===== src/rtl/core/rgb_to_display_pixel_converter_macros.svh =====
// ----------------------------------------------------------------------------
// Assertion macros for the display pixel converter
// Clocked on i_clk, switched off while i_rst_n is low.
// ----------------------------------------------------------------------------
`ifndef RGB_TO_DISPLAY_PIXEL_CONVERTER_MACROS_SVH
`define RGB_TO_DISPLAY_PIXEL_CONVERTER_MACROS_SVH

// same-cycle implication
`define RDPC_ASSERT_SAME(lbl, ante, cons, msg) \
    lbl: assert property (@(posedge i_clk) disable iff (!i_rst_n) (ante) |-> (cons)) \
        else $error(msg);

// next-cycle implication
`define RDPC_ASSERT_NEXT(lbl, ante, cons, msg) \
    lbl: assert property (@(posedge i_clk) disable iff (!i_rst_n) (ante) |=> (cons)) \
        else $error(msg);

`endif


===== src/rtl/core/rdpc_pkg.sv =====
// ----------------------------------------------------------------------------
// rdpc_pkg
// Types, codes and helpers shared by the display pixel converter.
// ----------------------------------------------------------------------------
package rdpc_pkg;

    localparam int unsigned MASK_W = 32;

    localparam logic [MASK_W-1:0] RED_MASK_RST   = 32'h00FF_0000;
    localparam logic [MASK_W-1:0] GREEN_MASK_RST = 32'h0000_FF00;
    localparam logic [MASK_W-1:0] BLUE_MASK_RST  = 32'h0000_00FF;

    typedef enum logic [1:0] {
        ACT_WRITE   = 2'd0,
        ACT_BUILD   = 2'd1,
        ACT_CONVERT = 2'd2,
        ACT_NONE    = 2'd3
    } t_action;

    typedef enum logic [1:0] {
        CFG_MODE  = 2'd0,
        CFG_RED   = 2'd1,
        CFG_GREEN = 2'd2,
        CFG_BLUE  = 2'd3
    } t_cfg_idx;

    typedef enum logic [1:0] {
        ST_IDLE,
        ST_LOOKUP,
        ST_BUILD
    } t_state;

    typedef struct packed {
        t_action     action;
        logic [7:0]  entry_index;
        logic [15:0] entry_red;
        logic [15:0] entry_green;
        logic [15:0] entry_blue;
        logic [7:0]  pixel_red;
        logic [7:0]  pixel_green;
        logic [7:0]  pixel_blue;
    } t_in_word;

    typedef struct packed {
        logic [31:0] pixel_value;
        logic        is_pixel;
    } t_out_word;

    typedef struct packed {
        logic              we;
        t_cfg_idx          idx;
        logic [MASK_W-1:0] data;
    } t_cfg_wr;

    typedef struct packed {
        logic        we;
        logic [7:0]  addr;
        logic [15:0] red;
        logic [15:0] green;
        logic [15:0] blue;
    } t_pal_wr;

    typedef struct packed {
        logic       we;
        logic [7:0] addr;
        logic [7:0] data;
    } t_tbl_wr;

    typedef struct packed {
        logic [4:0] lsh;
        logic [3:0] rsh;
    } t_shift;

    // lowest set bit gives the left shift; run of ones above it gives the right shift
    function automatic t_shift mask_shift(input logic [MASK_W-1:0] m);
        logic [4:0]        l;
        logic [MASK_W-1:0] t;
        logic [3:0]        run;
        t_shift            s;
        l = '0;
        for (int k = MASK_W - 1; k >= 0; k--) begin
            if (m[k]) l = 5'(k);
        end
        t   = m >> l;
        run = 4'd8;
        for (int k = 7; k >= 0; k--) begin
            if (!t[k]) run = 4'(k);
        end
        s.lsh = l;
        s.rsh = 4'd8 - run;
        return s;
    endfunction

    localparam t_shift RED_SH_RST   = mask_shift(RED_MASK_RST);
    localparam t_shift GREEN_SH_RST = mask_shift(GREEN_MASK_RST);
    localparam t_shift BLUE_SH_RST  = mask_shift(BLUE_MASK_RST);

endpackage


===== src/rtl/core/rdpc_mask.sv =====
// ----------------------------------------------------------------------------
// rdpc_mask
// Channel mask registers and truecolor packing of one pixel.
// ----------------------------------------------------------------------------
module rdpc_mask
    import rdpc_pkg::*;
(
    input  logic              i_clk,
    input  logic              i_rst_n,
    input  t_cfg_wr           i_cfg,
    input  logic [7:0]        i_red,
    input  logic [7:0]        i_green,
    input  logic [7:0]        i_blue,
    output logic [MASK_W-1:0] o_pixel
);

    logic [MASK_W-1:0] r_red_mask, r_green_mask, r_blue_mask;
    t_shift            r_red_sh, r_green_sh, r_blue_sh;

    function automatic logic [MASK_W-1:0] pack_ch(input logic [7:0] v,
                                                  input logic [MASK_W-1:0] m,
                                                  input t_shift s);
        logic [MASK_W-1:0] x;
        x = {24'b0, v >> s.rsh} << s.lsh;
        return x & m;
    endfunction

    // shift amounts are worked out when the mask is written
    always_ff @(posedge i_clk) begin
        if (!i_rst_n) begin
            r_red_mask   <= RED_MASK_RST;
            r_green_mask <= GREEN_MASK_RST;
            r_blue_mask  <= BLUE_MASK_RST;
            r_red_sh     <= RED_SH_RST;
            r_green_sh   <= GREEN_SH_RST;
            r_blue_sh    <= BLUE_SH_RST;
        end else if (i_cfg.we) begin
            unique case (i_cfg.idx)
                CFG_RED: begin
                    r_red_mask <= i_cfg.data;
                    r_red_sh   <= mask_shift(i_cfg.data);
                end
                CFG_GREEN: begin
                    r_green_mask <= i_cfg.data;
                    r_green_sh   <= mask_shift(i_cfg.data);
                end
                CFG_BLUE: begin
                    r_blue_mask <= i_cfg.data;
                    r_blue_sh   <= mask_shift(i_cfg.data);
                end
                default: ;
            endcase
        end
    end

    assign o_pixel = pack_ch(i_red, r_red_mask, r_red_sh)
                   | pack_ch(i_green, r_green_mask, r_green_sh)
                   | pack_ch(i_blue, r_blue_mask, r_blue_sh);

endmodule


===== config.mk =====
export PLATFORM = sky130hd
export DESIGN_NAME = rdpc_mask
export DESIGN_NICKNAME = d
export VERILOG_FILES = /design/src/rtl/core/rgb_to_display_pixel_converter_macros.svh /design/src/rtl/core/rdpc_pkg.sv /design/src/rtl/core/rdpc_mask.sv
export SDC_FILE = /design/constraint.sdc
export NUM_CORES = 1
export LEC_CHECK = 0
export ABC_AREA = 1
export BUFFER_PORTS_ARGS = -buffer_cell sky130_fd_sc_hd__buf_2
export CORE_ASPECT_RATIO = 1.75
export CORE_MARGIN = 10
export CORE_UTILIZATION = 62
export DETAILED_ROUTE_END_ITERATION = 12
export MAX_ROUTING_LAYER = met4
export PLACE_DENSITY = 0.84
export SYNTH_ARGS = -nofsm -noshare
export SYNTH_HDL_FRONTEND = slang
export SYNTH_SLANG_ARGS = --single-unit

===== constraint.sdc =====
create_clock -name i_clk -period 8.05 [get_ports i_clk]
set_clock_uncertainty 0.2 [all_clocks]
set_input_delay 0.4025 -clock i_clk [delete_from_list [all_inputs] [get_ports i_clk]]
set_output_delay 0.4025 -clock i_clk [all_outputs]
set_load 0.01 [all_outputs]

==> flow_summary.toml, run 1 <==
[hold_path]
hold_class = "input pin to register"
min_from = "i_cfg[29]"
hold_end = "r_green_mask[29]$_SDFFE_PN0P_"
worstHoldPathCells = 3

[power]
seqPwrFrac_pct = 34.8
max-vdd-ir-drop_uv = 116.8
swShare_pct = 34.69
p_clk_share_pct = 40.8
powerDensity_nw_per_um2 = 202.1
leakage_nw = 4.435
comb_power_share_pct = 24.4
p_sw_w = 0.0006692
internal_power_w = 0.001260

[placed_design]
gp_congestion = 1.067
port_buffers = 92
dp_hpwl_mm = 24.09

[timing]
rsz0062_at_grt = "false"
min_period_over_period_pct = 65.89
min_period_ns = 5.304
slew_headroom_pct = 25.21
fmax_mhz = 188.5
tightest_slew_ns = 1.121
tns_ns = 0
whs_ns = 0.09796
hold_viol = 0
setup_viol = 0
slew_viol_final = 0

[die]
die_w_um = 108.8
fp.dieArea_um2 = 19070
start_util_pct = 63.55
core_um2 = 13450
die_h_um = 175.3
io_pins = 93
row_count = 56

[critical_path]
worstRegToRegCells = 2
r2r-start = "r_blue_sh[8]$_SDFFE_PN0P_"
end_kind = "register"
crit_path_start = "i_cfg[30]"
worst-endpoint-required_ns = 8.17
cp_max_fo = 36
start_kind = "input pin"
critPathBufInv = 7
cp_slowest_cell = "and2_1"
path_class = "input pin to register"
slowest_delay_ns = 0.79
r2r_end = "r_blue_sh[8]$_SDFFE_PN0P_"
reg2reg_slack_ns = 6.67
critPathTopFamily = "simple AND/OR/NAND/NOR gates"
arrival_ns = 5.42

[synth]
synth_edf_count = 0
ys_seq_area_share_pct = 28.80
synth_common_cells = "nand2_1 (297), nand3_1 (248), o21ai_0 (208)"
synth.area.top_cells = "dfxtp_1 (29%), nand3_1 (15%), nand2_1 (13%), o21ai_0 (12%), a21oi_1 (6.1%)"
syn_area_um2 = 8549
synthesis.nets = 1470
synth_area_leader_cell = "dfxtp_1"
yosysMostFrequentCell = "nand2_1"
synthFlopType = "dfxtp_1"
async_flop_share_pct = 0
synth_seq_cells = 123
yosysUniqueCellTypes = 34
yosys_warnings = 0
yosysTopAreaCellShare_pct = 28.80
synthCells = 1408
syn_avg_cell_area_um2 = 6.072

[clock_tree]
cts_buffers = 17
cts_resized = 0
clk_latency_ns = 0.42
clockBufferDepth = 2
post-cts-setup-buffers = 0
cts_max_level = 4
root_buffer = "clkbuf_16"
cts.sinks = 123
clk_pin_slew_ns = 0.06
postCtsHoldBufs = 0
cts_tree = "built"

[finish]
synthToLayoutAreaGrowth_pct = 11.63
final_nets = 1499
final_layout_size_suffix_gt1_share_pct = 10.62
fin_util_pct = 70.94
diodes = 0

[global_route]
grt_max_degree = 88
global_route.overflow_total = 0
grt.total_usage_pct = 34.69
grt_pass1_vias = 9746
antenna_found_initial = 0
grt_pass1_wl_mm = 50.49

[routing]
drc = 0
dr_total_vias = 10351
dr.pass1.iters = 9
routed_via_density = 6.374
postRouteAntennaNets = 0
wire_per_inst_um = 20.11
wl_mm = 32.67
drt_iter0_markers = 1243

[outcome]
outcome = "completed"

[flow_run]
maxCapViolations = 0
==> stage by stage <==
step           cell area, µm²  instances  power (W)  setup slack, ns
2_1_floorplan            8549       1408  0.0009819            4.417
3_3_place_gp             8942       1592   0.001133            2.531
3_5_place_dp             8942       1592   0.001138            2.499
4_1_cts                  9544       1624   0.001911            2.913
5_1_grt                  9544       1624   0.002005            2.362
6_report                 9544       1624   0.001929            2.746
==> worst reg2reg max path: stages (launching register included) <==
cell and delay, ns:
dfxtp_1 0.74, o21ai_0 0.20, a21oi_1 0.16
==> layout by cell type (no fill, tap or decap), drive strengths merged <==
cell type  count
and2           1
nand2        300
and3           2
dfxtp        123
a311oi         1
nor4           4
o311ai         1
o211ai        58
clkinv        11
or2            6
inv          120
bufinv         2
mux2i         24
nor2          77
o21ai        217
a32oi          2
clkinvlp       2
clkbuf        19
nand4          6
nand3        248
nor3          10
o22ai          3
a21oi        108
a31oi          3
ha             1
buf          101
==> final cells by class <==
cell class              count  area [µm²]
multi-input cells        1072        5276
fillers                  1270        3909
flip-flops and latches    123        2462
repair buffers            101       528.0
inverters                 122       457.9
clock buffers              19       442.9
well taps                 174       217.7
clock inverters            13       158.9
==> worst max-delay path by stage <==
stage / end / slack, ns / cells after the start
6_report: r_green_sh[2]$_SDFFE_PN0P_ / 2.75 / 33
2_1_floorplan: r_blue_sh[1]$_SDFFE_PN0P_ / 4.42 / 34
4_1_cts: r_red_sh[1]$_SDFFE_PN0P_ / 2.91 / 33
3_3_place_gp: r_green_sh[1]$_SDFFE_PN0P_ / 2.53 / 30
5_1_grt: r_green_sh[1]$_SDFFE_PN0P_ / 2.36 / 33
3_5_place_dp: r_red_sh[1]$_SDFFE_PN0P_ / 2.50 / 30
==> metal layers <==
metal / share of wire (%) / GRT usage [%]
met1: 35 / 35.93
met2: 50 / 57.47
met3: 7.8 / 5.572
met4: 7.8 / 25.66
met5: 0 / -
==> power groups by stage <==
stage          clock network (W)  registers [W]  logic [W]
2_1_floorplan                  0       0.000666   0.000316
3_3_place_gp                   0       0.000682   0.000451
3_5_place_dp                   0       0.000683   0.000455
4_1_cts                 0.000782       0.000670   0.000458
6_report                0.000787       0.000672   0.000470
5_1_grt                 0.000811       0.000675   0.000519
==> cells by family (layout without fill, tap and decap cells) <==
| family | after synthesis | after routing | share of synthesized area (%) |
|---|---|---|---|
| mux | 24 | 24 | 2.810 |
| flops | 123 | 123 | 28.80 |
| compound gates | 393 | 393 | 25.19 |
| simple gates | 654 | 654 | 33.31 |
| fa+ha+maj | 1 | 1 | 0.1463 |
| buf+inv | 213 | 255 | 9.747 |
==> flip-flops by register name (all words and copies together), names as in the netlist <==
name	flops
r_green_sh	9
r_blue_sh	9
r_green_mask	32
r_blue_mask	32
r_red_mask	32
r_red_sh	9
(Power assumes the default switching activity.)
==> run 2: changes to the inputs <==
CORE_UTILIZATION = 54   (was 62)
PLACE_DENSITY = 0.77   (was 0.84)
clock period = 4.64 ns   (was 8.05 ns; I/O delays follow)
==> flow_summary.toml, run 2 (synthesis gave the netlist of run 1 again) <==
[global_route]
use_met1_pct = 31.24
met2_usage_pct = 51.67
grt_pass1_wl_mm = 52.07
grt.met3_usage_pct = 5.133
grt_pass1_vias = 9779
grt_max_degree = 83
global_route.overflow_total = 0
antenna_found_initial = 0
grt.total_usage_pct = 31.31
top_usage_layer = "met2"

[clock_tree]
clk_pin_slew_ns = 0.06
root_buffer = "clkbuf_16"
clockBufferDepth = 2
cts_max_level = 4
cts_tree = "built"
cts_buffers = 17
clk_latency_ns = 0.42
cts.sinks = 123

[timing]
tightest_slew_ns = 1.147
fmax_mhz = 235.9
slew_headroom_pct = 23.43
setup_viol = 0
tns_ns = 0
min_period_over_period_pct = 91.37
slew_viol_final = 0
hold_viol = 0
rsz0062_at_grt = "false"
min_period_ns = 4.240

[finish]
final_nets = 1545
final_area_um2 = 10310
multiInputGateArea_um2 = 5542
final_cell_mix = "nand2_1 (273), nand3_1 (229), o21ai_0 (203), dfxtp_1 (123), inv_1 (109)"
top_regs = "r_blue_mask x32, r_green_mask x32, r_red_mask x32"
synthToLayoutAreaGrowth_pct = 20.58
diodes = 0
nFillCells = 1530
final_layout_size_suffix_gt1_share_pct = 16.72
seq_area_um2 = 2462
final_common_cell = "nand2_1"

[placed_design]
placed_area_um2 = 9125
dp_hpwl_mm = 25.23
port_buffers = 92
gp_congestion = 1.046

[routing]
routed_via_density = 6.158
drt_iter0_markers = 1075
wl_mm = 34.77
dr.pass1.iters = 9
wire_per_inst_um = 20.68
drc = 0
postRouteAntennaNets = 0
dr_total_vias = 10352

[critical_path]
arrival_ns = 4.36
path_class = "input pin to register"
start_kind = "input pin"
end_kind = "register"
cp_slowest_cell = "dlygate4sd3_1"
worst-endpoint-required_ns = 4.76
crit_top_cell = "nand2_1"
slowest_delay_ns = 0.53
cp_max_fo = 25

[power]
max-vdd-ir-drop_uv = 223.9
leakage_nw = 4.793
powerDensity_nw_per_um2 = 333.5

[die]
io_pins = 93
row_count = 60
die_h_um = 186.5
fp.dieArea_um2 = 21460
core_um2 = 15460
start_util_pct = 55.28
die_w_um = 115.1

[hold_path]
hold_class = "input pin to register"

[outcome]
outcome = "completed"

[flow_run]
maxCapViolations = 0
==> run 2: layout make-up <==
cell class / instances / share of cell area (%)
clock buffer: 17 / 4.127
clock inverter: 14 / 1.541
inverter: 122 / 4.491
multi-input combinational: 1073 / 53.76
sequential: 123 / 23.89
tap: 186 / 2.258
timing repair buffer: 146 / 9.941
==> run 2: per-stage QoR <==
| step | cells | worst slack [ns] | hold WS [ns] | util [%] | power (W) |
|---|---|---|---|---|---|
| global placement | 1623 | 0.2949 | 0.2565 | 59.00 | 0.002000 |
| finish | 1681 | 0.4004 | 0.01722 | 66.66 | 0.003438 |
| CTS | 1661 | 0.1567 | 0.007362 | 63.24 | 0.003335 |
| global route | 1681 | 0.03078 | 0.02797 | 66.66 | 0.003582 |
| detailed placement | 1623 | 0.2961 | 0.2623 | 59.00 | 0.002006 |
| floorplan | 1408 | 1.177 | 0.1826 | - | 0.001704 |
==> run 2: critical path, delay by kind of cell <==
kind                       cells  cell delay [ns]
buffers and inverters          8             1.51
and+or+nand+nor               19             1.63
adders and majority gates      1             0.15
AOI/OAI and AO/OA              3             0.78
==> run 2: power breakdown <==
group          internal (W)  switching [W]  total [W]
Sequential          0.00111      0.0000531    0.00116
Clock              0.000801       0.000543    0.00134
Combinational      0.000316       0.000613   0.000929
Total               0.00223        0.00121    0.00344
==> run 2: timing repair <==
action | 4_1_cts | 5_1_grt
gates resized for setup | 0 | 83
hold buffers | 7 | 0
endpoints found under the hold margin | 18 | 0
buffers inserted | 0 | 15
endpoints found under the setup margin | 0 | 9
==> run 2: metal layers <==
| metal | wire [µm] | up-vias |
|---|---|---|
| li1 | - | 4983 |
| met1 | 11780 | 4678 |
| met2 | 17250 | 501 |
| met3 | 2264 | 190 |
| met4 | 3481 | 0 |
| met5 | 0 | - |
==> run 2: final timing paths <==
| path | startpoint | endpoint | slack, ns | cells past startpoint |
|---|---|---|---|---|
| max reg2reg | r_blue_sh[8]$_SDFFE_PN0P_ | r_blue_sh[8]$_SDFFE_PN0P_ | 3.27 | 2 |
| min | i_cfg[8] | r_red_mask[8]$_SDFFE_PN0P_ | 0.02 | 3 |
| max | i_cfg[24] | r_red_sh[2]$_SDFFE_PN0P_ | 0.40 | 31 |
| min reg2reg | r_red_mask[16]$_SDFFE_PN1P_ | r_red_mask[16]$_SDFFE_PN1P_ | 0.28 | 2 |
